File: config.mk
export PLATFORM = sky130hd
export DESIGN_NAME = pmt_section_parser_top
export DESIGN_NICKNAME = d
export VERILOG_FILES = /design/src/rtl/core/pmt_pkg.sv /design/src/rtl/core/pmt_parse_core.sv /design/src/rtl/core/pmt_section_parser_top.sv
export SDC_FILE = /design/constraint.sdc
export NUM_CORES = 1
export LEC_CHECK = 0
export ABC_AREA = 1
export BUFFER_PORTS_ARGS = -buffer_cell sky130_fd_sc_hd__buf_2
export CAP_MARGIN = 5
export CORE_MARGIN = 10
export CORE_UTILIZATION = 40
export CTS_BUF_LIST = sky130_fd_sc_hd__clkbuf_4
export CTS_CLUSTER_SIZE = 16
export DETAILED_ROUTE_END_ITERATION = 10
export PLACE_DENSITY = 0.64
export SYNTH_ARGS = -nofsm -noshare
export SYNTH_HDL_FRONTEND = slang
export SYNTH_SLANG_ARGS = --single-unit
File: constraint.sdc
create_clock -name clk -period 7.5 [get_ports clk]
set_input_delay 0.375 -clock clk [delete_from_list [all_inputs] [get_ports clk]]
set_output_delay 0.375 -clock clk [all_outputs]
set_load 0.02 [all_outputs]
File: src/rtl/core/pmt_pkg.sv
// Shared types and constants for the PMT section parser.
// Used by pmt_parse_core and pmt_section_parser_top; no dependencies.
package pmt_pkg;

  // Parser phases, one-hot.
  typedef enum logic [9:0] {
    PH_IDLE      = 10'b00_0000_0001,
    PH_HEADER    = 10'b00_0000_0010,
    PH_SKIP_PROG = 10'b00_0000_0100,
    PH_BOUNDARY  = 10'b00_0000_1000,
    PH_PID_HI    = 10'b00_0001_0000,
    PH_PID_LO    = 10'b00_0010_0000,
    PH_LEN_HI    = 10'b00_0100_0000,
    PH_LEN_LO    = 10'b00_1000_0000,
    PH_SKIP_ES   = 10'b01_0000_0000,
    PH_CRC       = 10'b10_0000_0000
  } phase_t;

  // Result kinds.
  localparam logic [1:0] KIND_HEADER   = 2'd0;
  localparam logic [1:0] KIND_STREAM   = 2'd1;
  localparam logic [1:0] KIND_COMPLETE = 2'd2;
  localparam logic [1:0] KIND_ERROR    = 2'd3;

  // Error codes.
  localparam logic [2:0] ERR_NONE          = 3'd0;
  localparam logic [2:0] ERR_PROG_OVERRUN  = 3'd1;
  localparam logic [2:0] ERR_STREAM_OVERRUN = 3'd2;
  localparam logic [2:0] ERR_LEFTOVER      = 3'd3;
  localparam logic [2:0] ERR_TOO_SHORT     = 3'd4;

  // Header byte positions.
  localparam logic [12:0] POS_LEN_HI   = 13'd1;
  localparam logic [12:0] POS_LEN_LO   = 13'd2;
  localparam logic [12:0] POS_PROG_HI  = 13'd3;
  localparam logic [12:0] POS_PROG_LO  = 13'd4;
  localparam logic [12:0] POS_PCR_HI   = 13'd8;
  localparam logic [12:0] POS_PCR_LO   = 13'd9;
  localparam logic [12:0] POS_PINFO_HI = 13'd10;
  localparam logic [12:0] POS_PINFO_LO = 13'd11;

  localparam int CRC_BYTES    = 4;
  localparam int ENTRY_BYTES  = 5;
  localparam int HEADER_BYTES = 12;

  // One result item plus a flag that says the byte produced it.
  typedef struct packed {
    logic        emit;
    logic [1:0]  result_kind;
    logic [15:0] prog_num;
    logic [12:0] pid;
    logic [7:0]  es_type;
    logic [11:0] info_length;
    logic [2:0]  error_code;
  } result_t;

endpackage

File: src/rtl/core/pmt_parse_core.sv
// Parser state and per-byte next-state logic for the PMT section parser.
// Depends on pmt_pkg.
module pmt_parse_core (
  input  logic             clk,
  input  logic             rst,
  input  logic             step,
  input  logic [7:0]       data_byte,
  input  logic             section_start,
  output pmt_pkg::result_t res
);
  import pmt_pkg::*;

  phase_t      parse_phase, parse_phase_next;
  logic [12:0] byte_position, byte_position_next;
  logic [12:0] section_end, section_end_next;
  logic [11:0] skip_remaining, skip_remaining_next;
  logic [7:0]  field_hold, field_hold_next;
  logic [12:0] held_pid, held_pid_next;
  logic [7:0]  held_stream_type, held_stream_type_next;
  logic [15:0] held_program_number, held_program_number_next;

  phase_t      phase_eff;
  logic [12:0] pos;
  logic [12:0] new_end;
  logic [11:0] len;
  logic [13:0] pos_wide;
  logic [13:0] end_wide;

  always_comb begin
    parse_phase_next         = parse_phase;
    byte_position_next       = byte_position;
    section_end_next         = section_end;
    skip_remaining_next      = skip_remaining;
    field_hold_next          = field_hold;
    held_pid_next            = held_pid;
    held_stream_type_next    = held_stream_type;
    held_program_number_next = held_program_number;
    res                      = '0;

    phase_eff = section_start ? PH_HEADER : parse_phase;
    pos       = section_start ? 13'd0 : byte_position;
    pos_wide  = {1'b0, pos};
    end_wide  = {1'b0, section_end};
    new_end   = 13'({1'b0, field_hold[3:0], data_byte}) + 13'd3;
    len       = {field_hold[3:0], data_byte};

    if (section_start) begin
      parse_phase_next = PH_HEADER;
    end
    if (phase_eff != PH_IDLE) begin
      byte_position_next = pos + 13'd1;
    end

    case (phase_eff)
      PH_HEADER: begin
        case (pos)
          POS_LEN_HI, POS_PROG_HI, POS_PCR_HI, POS_PINFO_HI: begin
            field_hold_next = data_byte;
          end
          POS_LEN_LO: begin
            section_end_next = new_end;
            if (new_end < 13'(HEADER_BYTES + CRC_BYTES)) begin
              parse_phase_next = PH_IDLE;
              res.emit         = 1'b1;
              res.result_kind  = KIND_ERROR;
              res.error_code   = ERR_TOO_SHORT;
            end
          end
          POS_PROG_LO: begin
            held_program_number_next = {field_hold, data_byte};
          end
          POS_PCR_LO: begin
            held_pid_next = {field_hold[4:0], data_byte};
          end
          POS_PINFO_LO: begin
            if (len != 12'd0 &&
                (14'(HEADER_BYTES + CRC_BYTES) + {2'b0, len}) > end_wide) begin
              parse_phase_next = PH_IDLE;
              res.emit         = 1'b1;
              res.result_kind  = KIND_ERROR;
              res.error_code   = ERR_PROG_OVERRUN;
            end else begin
              skip_remaining_next = len;
              parse_phase_next    = (len != 12'd0) ? PH_SKIP_PROG : PH_BOUNDARY;
              res.emit            = 1'b1;
              res.result_kind     = KIND_HEADER;
              res.prog_num        = held_program_number;
              res.pid             = held_pid;
              res.info_length     = len;
            end
          end
          default: begin
          end
        endcase
      end
      PH_SKIP_PROG, PH_SKIP_ES: begin
        skip_remaining_next = skip_remaining - 12'd1;
        if (skip_remaining == 12'd1) begin
          parse_phase_next = PH_BOUNDARY;
        end
      end
      PH_BOUNDARY: begin
        if ((pos_wide + 14'(CRC_BYTES + ENTRY_BYTES)) <= end_wide) begin
          held_stream_type_next = data_byte;
          parse_phase_next      = PH_PID_HI;
        end else if ((pos_wide + 14'(CRC_BYTES)) == end_wide) begin
          parse_phase_next = PH_CRC;
        end else begin
          parse_phase_next = PH_IDLE;
          res.emit         = 1'b1;
          res.result_kind  = KIND_ERROR;
          res.error_code   = ERR_LEFTOVER;
        end
      end
      PH_PID_HI: begin
        field_hold_next  = data_byte;
        parse_phase_next = PH_PID_LO;
      end
      PH_PID_LO: begin
        held_pid_next    = {field_hold[4:0], data_byte};
        parse_phase_next = PH_LEN_HI;
      end
      PH_LEN_HI: begin
        field_hold_next  = data_byte;
        parse_phase_next = PH_LEN_LO;
      end
      PH_LEN_LO: begin
        if ((pos_wide + 14'(1 + CRC_BYTES) + {2'b0, len}) > end_wide) begin
          parse_phase_next = PH_IDLE;
          res.emit         = 1'b1;
          res.result_kind  = KIND_ERROR;
          res.error_code   = ERR_STREAM_OVERRUN;
        end else begin
          skip_remaining_next = len;
          parse_phase_next    = (len != 12'd0) ? PH_SKIP_ES : PH_BOUNDARY;
          res.emit            = 1'b1;
          res.result_kind     = KIND_STREAM;
          res.prog_num        = held_program_number;
          res.pid             = held_pid;
          res.es_type         = held_stream_type;
          res.info_length     = len;
        end
      end
      PH_CRC: begin
        if ((pos_wide + 14'd1) >= end_wide) begin
          parse_phase_next   = PH_IDLE;
          res.emit           = 1'b1;
          res.result_kind    = KIND_COMPLETE;
          res.prog_num       = held_program_number;
        end
      end
      PH_IDLE: begin
      end
      default: begin
        parse_phase_next = PH_IDLE;
      end
    endcase
  end

  always_ff @(posedge clk) begin
    if (rst) begin
      parse_phase         <= PH_IDLE;
      byte_position       <= '0;
      section_end         <= '0;
      skip_remaining      <= '0;
      field_hold          <= '0;
      held_pid            <= '0;
      held_stream_type    <= '0;
      held_program_number <= '0;
    end else if (step) begin
      parse_phase         <= parse_phase_next;
      byte_position       <= byte_position_next;
      section_end         <= section_end_next;
      skip_remaining      <= skip_remaining_next;
      field_hold          <= field_hold_next;
      held_pid            <= held_pid_next;
      held_stream_type    <= held_stream_type_next;
      held_program_number <= held_program_number_next;
    end
  end

endmodule

File: src/rtl/core/pmt_section_parser_top.sv
// PMT section parser top level: input register, parser core, result register.
// Depends on pmt_pkg and pmt_parse_core.
// An accepted byte waits in the input register; its result is registered as it retires.
// Throughput: one byte per cycle; a byte stalls only while it would produce a
// result and the result register still holds one that has not been taken.
// Reset (rst, synchronous, active high) empties both registers and puts the parser idle.
module pmt_section_parser_top (
  input  logic        clk,
  input  logic        rst,
  input  logic        in_valid,
  output logic        in_ready,
  input  logic [7:0]  data_byte,
  input  logic        section_start,
  output logic        out_valid,
  input  logic        out_ready,
  output logic [1:0]  result_kind,
  output logic [15:0] prog_num,
  output logic [12:0] pid,
  output logic [7:0]  es_type,
  output logic [11:0] info_length,
  output logic [2:0]  error_code
);
  import pmt_pkg::*;

  // Input register: holds the accepted byte while the core works on it.
  logic       hold_valid;
  logic [7:0] hold_byte;
  logic       hold_start;

  result_t res;
  logic    out_free;
  logic    advance;

  // The result register can take a new request when it is empty or being
  // drained in this same cycle.
  assign out_free = !out_valid || out_ready;

  // The held byte retires when it produces no result or the result has room.
  assign advance  = hold_valid && (!res.emit || out_free);
  assign in_ready = !hold_valid || advance;

  always_ff @(posedge clk) begin
    if (rst) begin
      hold_valid <= 1'b0;
    end else if (in_ready) begin
      hold_valid <= in_valid;
    end
  end

  always_ff @(posedge clk) begin
    if (in_valid && in_ready) begin
      hold_byte  <= data_byte;
      hold_start <= section_start;
    end
  end

  // The core commits its state only when the held byte retires, so a
  // stalled byte is evaluated again with unchanged state next cycle.
  pmt_parse_core u_core (
    .clk           (clk),
    .rst           (rst),
    .step          (advance),
    .data_byte     (hold_byte),
    .section_start (hold_start),
    .res           (res)
  );

  // Result register: loads when a retiring byte produces a result.
  always_ff @(posedge clk) begin
    if (rst) begin
      out_valid <= 1'b0;
    end else if (advance && res.emit) begin
      out_valid <= 1'b1;
    end else if (out_ready) begin
      out_valid <= 1'b0;
    end
  end

  always_ff @(posedge clk) begin
    if (advance && res.emit) begin
      result_kind    <= res.result_kind;
      prog_num       <= res.prog_num;
      pid            <= res.pid;
      es_type        <= res.es_type;
      info_length    <= res.info_length;
      error_code     <= res.error_code;
    end
  end

endmodule

Word-level counts from Yosys, hierarchy flattened
Index checks and enable logic that the tools add are counted.
Operators by class
  multiplexer cells: 46
  equality and inequality tests: 26
  reductions and logical operators: 26
  magnitude comparators: 5
  bitwise operators: 1
  $add $sub $neg: 9
Operators by type and width (number)
  10-bit case mux with 9 select lines: 1
  10-bit two-way mux: 8
  12-bit two-way mux: 5
  29-bit two-way mux: 2
  13-bit by 4-bit == test with 1-bit output, second input constant: 4
  13-bit case mux with 2 select lines: 2
  49-bit two-way mux: 1
  16-bit case mux with 3 select lines: 1
  12-bit case mux with 3 select lines: 1
  13-bit by 3-bit adder with 14-bit output, second input constant: 2
  14-bit by 13-bit > comparator with 1-bit output: 2
  13-bit by 2-bit == test with 1-bit output, second input constant: 2
  13-bit two-way mux: 2
  12-bit case mux with 2 select lines: 1
  10-bit case mux with 2 select lines: 1
  19-bit two-way mux: 1
  8-bit case mux with 2 select lines: 1
  3-bit two-way mux: 5
  3-bit AND reduction: 5
  13-bit by 1-bit adder with 14-bit output, second input constant: 1
  13-bit by 4-bit adder with 14-bit output, second input constant: 1
  14-bit by 12-bit adder with 14-bit output: 1
  14-bit by 13-bit == test with 1-bit output: 1
  14-bit by 13-bit greater-or-equal comparator with 1-bit output: 1
  other kinds (40): 61
Word-level totals
  word-level logic and storage cells: 131
  register bits after elaboration: 158
  bits of input ports: 13
  output and inout bits: 56

Longest topological paths before layout
  depth in word-level cells: 11
  gate-level depth with buffers: 33
  mapped depth without buffers: 31

Hierarchy
A second synthesis with hierarchy kept.
Second synthesis, totals
  cell total of the unflattened synthesis: 1299
  area, all modules: 9835.7 µm²
By module, submodules not included
  pmt_parse_core: cells an instance 1217, instances 1, sequential area each 1861.8 µm², area an instance 7822.5 µm²
  pmt_section_parser_top: cells an instance 82, instances 1, sequential area each 1931.9 µm², area an instance 2013.2 µm²

Least setup slack after synthesis
No wires, ideal clock.
  path kind: reg-to-reg
  start: reg hold_start
  end: reg prog_num[11], data pin
  data required time: 7.249 ns
  stages on the path, launching flop included: 33
  path buffers: 2
  period minus slack after synthesis: 4.716 ns
  arrival: 4.465 ns
  setup slack: 2.784 ns
  library setup time: 0.251 ns
  cells stage by stage: edfxtp_1 buf_6 nor2_1 inv_1 ha_1 inv_1 ha_1 inv_1 fa_1 o21ai_0 inv_1 o21ai_0 nand3_1 nand2_1 xor2_1 inv_1 ha_1 nand2_1 nor2_1 nand4_1 nand3_1 nand2_1 nand2_1 nand2_1 nand2_1 nand2_1 nand3_1 nand2_1 inv_2 nand2_1 buf_2 nand3_1 inv_1
RTL lines
  start, declared: line pmt_section_parser_top.sv:28  | logic hold_start;
  start signal, assigned: line pmt_section_parser_top.sv:53  | hold_start <= section_start;
  end signal, assigned: line pmt_section_parser_top.sv:82  | prog_num <= res.prog_num;
  end, declared: line pmt_section_parser_top.sv:17  | output logic [15:0] prog_num,

==> impl_metrics.toml <==
[outcome]
status = "completed"

[yosys]
synth-edff-count = 63
yosysMostFrequentCell = "nand2_1"
synth_top_flop_cell = "dfxtp_1"
synth.area.top_cells = "dfxtp_1, edfxtp_1, nand2_1, nor2_1, ha_1"
postSynthAreaPerCell_um2 = 6.86
ys_async_sr_fraction_pct = 0
synth_nets = 1671
yosysWarnings = 0
yosysTopAreaCell = "dfxtp_1"
syn-cell-area_um2 = 10900
synth_common_cells = "nand2_1, nor2_1, inv_1, nand3_1, dfxtp_1"
synth_top_cell_area_share_pct = 17.5
ys_types = 44
synth_seq_area_share_pct = 34.9
synth_cells = 1582
ys_seq_elements = 158

[setup_path]
startpoint_type = "flop"
arrival_ps = 6500
worstPathRequired_ps = 7840
cp_max_fo = 26
cp_slowest_stage_delay_ps = 710
path_class = "flop to flop"
end_kind = "flop"
crit_slowest_cell = "edfxtp_1"
critical_path.most_common_cell = "nand2_1"

[layout]
fin_nets = 1723
fin_util_pct = 43.9
layout-drive-gt1-share_pct = 10.1
areaGrowthSynthToFinish_pct = 8.37

[timing]
worst_pin_slew_ps = 1150
rsz0062_at_grt = "false"
setup_viol = 0
fin_crit_ps = 6150
finClkSkew_ps = 34.5
drv_slew = 0
fmax_ghz = 0.162
relSlewSlack_pct = 23.0
finalCritPeriodShare_pct = 82.1
fin_tns_setup_ps = 0
hold_viol = 0

[cts]
cts_max_level = 4
cts_tree = "yes"
hold_buffers = 9
cts_resized = 0
cts_made_buffers = 17
cts_root_buffer = "clkbuf_4"
cts_sinks = 158
clk_pin_slew_ps = 150
clockBufferDepth = 2
post_cts_buffers = 0
clock_latency_ps = 580

[floorplanning]
coreArea_um2 = 26800
initial_core_util_pct = 40.5
die-area_um2 = 34100
die_h_um = 185
dieWidth_um = 185
io_pins = 69
rows = 60

[global_routing]
gr-total-overflow = 0
grt_pass1_vias = 9754
grt.total_usage_pct = 19.4
grt_max_degree = 84
grt_antenna_before_repair = 1
grt_pass1_wl_um = 52200

[flow_run]
drv_cap = 0

[power_and_ir_drop]
p_leak_nw = 5.97
powerDensity_nw_per_um2 = 154
irDropWorstVdd_mv = 0.0894

[placed_design]
place.detailed.hpwl_um = 24300
port_buffers = 68
gp_congestion = 0.957

[drt]
routed_wl_um = 32900
first_iter_violations = 936
vias_per_cell = 5.08
vias = 10100
drc_errors = 0
drtAntennaViolNets = 0
drt-pass1-iter-count = 6
routedWlPerCell_um = 16.6

[worst_hold_path]
min_path_type = "input port to flop"
## sequential cells by signal, summed over array words and instances, names as in the netlist, 12 cells and up
signal / flops
info_length: 12
pid: 13
prog_num: 16
u_core.byte_position: 13
u_core.held_pid: 13
u_core.held_program_number: 16
u_core.section_end: 13
u_core.skip_remaining: 12
## cell families (layout without fill, tap and decap cells)
kind of cell	after synthesis	in the layout	synth area share, %
xor+xnor	49	49	3.95
simple gates	899	899	35.7
flops	158	158	34.9
compound gates	106	106	5.61
other cells	0	1	0
buf+inv	294	359	11.0
fa+ha+maj	76	76	8.83
## final cells by class
| type | count | area (µm²) |
|---|---|---|
| Fill cell | 2781 | 15000 |
| Multi-Input combinational cell | 1130 | 5870 |
| Sequential cell | 158 | 3790 |
| Inverter | 246 | 926 |
| Timing Repair Buffer | 81 | 460 |
| Tap cell | 341 | 427 |
| Clock inverter | 14 | 150 |
| Clock buffer | 18 | 135 |
| Antenna cell | 1 | 2.50 |
## where the power goes
part	switching, mW	internal (mW)
combinational	0.231	0.108
clock	0.362	0.180
sequential	0.0275	0.901
## placed cells by master (no fill, tap or decap), types with 3 or more instances in the layout
| cell type | count |
|---|---|
| clkinv_4 | 3 |
| nand3_1 | 102 |
| nor2_4 | 4 |
| inv_1 | 222 |
| a31oi_1 | 3 |
| nand3_4 | 3 |
| nand2_2 | 11 |
| xor2_1 | 39 |
| edfxtp_1 | 63 |
| dlygate4sd3_1 | 9 |
| nand3_2 | 7 |
| nand3b_1 | 3 |
| buf_4 | 4 |
| clkbuf_4 | 18 |
| clkinv_1 | 3 |
| inv_2 | 20 |
| xnor2_1 | 10 |
| o21ai_0 | 26 |
| ha_1 | 75 |
| nor4_1 | 6 |
| nor2_1 | 273 |
| and3_1 | 3 |
| nor3_1 | 40 |
| o21bai_1 | 4 |
| nand4_1 | 40 |
| nand2_1 | 395 |
| nor2_2 | 9 |
| buf_2 | 68 |
| inv_6 | 4 |
| o211ai_1 | 6 |
| dfxtp_1 | 95 |
| a21oi_1 | 55 |
## worst max-delay path: cells and delay by family, from the launching register on
family,cells,cell delay [ps]
fa+ha+maj,3,850
flops,1,710
buf+inv,7,1180
simple gates,18,2420
xor+xnor,1,150
compound gates,2,610
## path summary, 6_finish.rpt
| kind | start | end | slack, ps | cells past startpoint |
|---|---|---|---|---|
| min | in_valid | hold_valid$_SDFFE_PP0P_ | 70 | 3 |
| max reg2reg | hold_start$_DFFE_PP_ | prog_num[9]$_DFFE_PP_ | 1350 | 31 |
| min reg2reg | u_core.parse_phase[4]$_SDFFE_PP0N_ | u_core.parse_phase[4]$_SDFFE_PP0N_ | 470 | 2 |
| max | hold_start$_DFFE_PP_ | prog_num[9]$_DFFE_PP_ | 1350 | 31 |
## metal layers
metal,vias up,global-route usage (%),share of wire [%]
met3,54,3.29,6.7
met2,336,31.8,45
met5,-,0,0
li1,5116,-,-
met1,4590,25.5,46
met4,0,6.05,2.3
## metrics by stage
stage          hold WS (ps)  worst slack [ps]  instance area, µm²  total power [mW]  cells
2_1_floorplan           433              2780               10900              1.18   1582
3_3_place_gp            449              1600               11400              1.27   1947
3_5_place_dp            456              1350               11400              1.28   1947
4_1_cts                26.8              1340               11800              1.82   1988
5_1_grt                38.5               545               11800              1.90   1989
6_report               72.6              1350               11800              1.81   1989
Power figures use the tool's default switching activity.
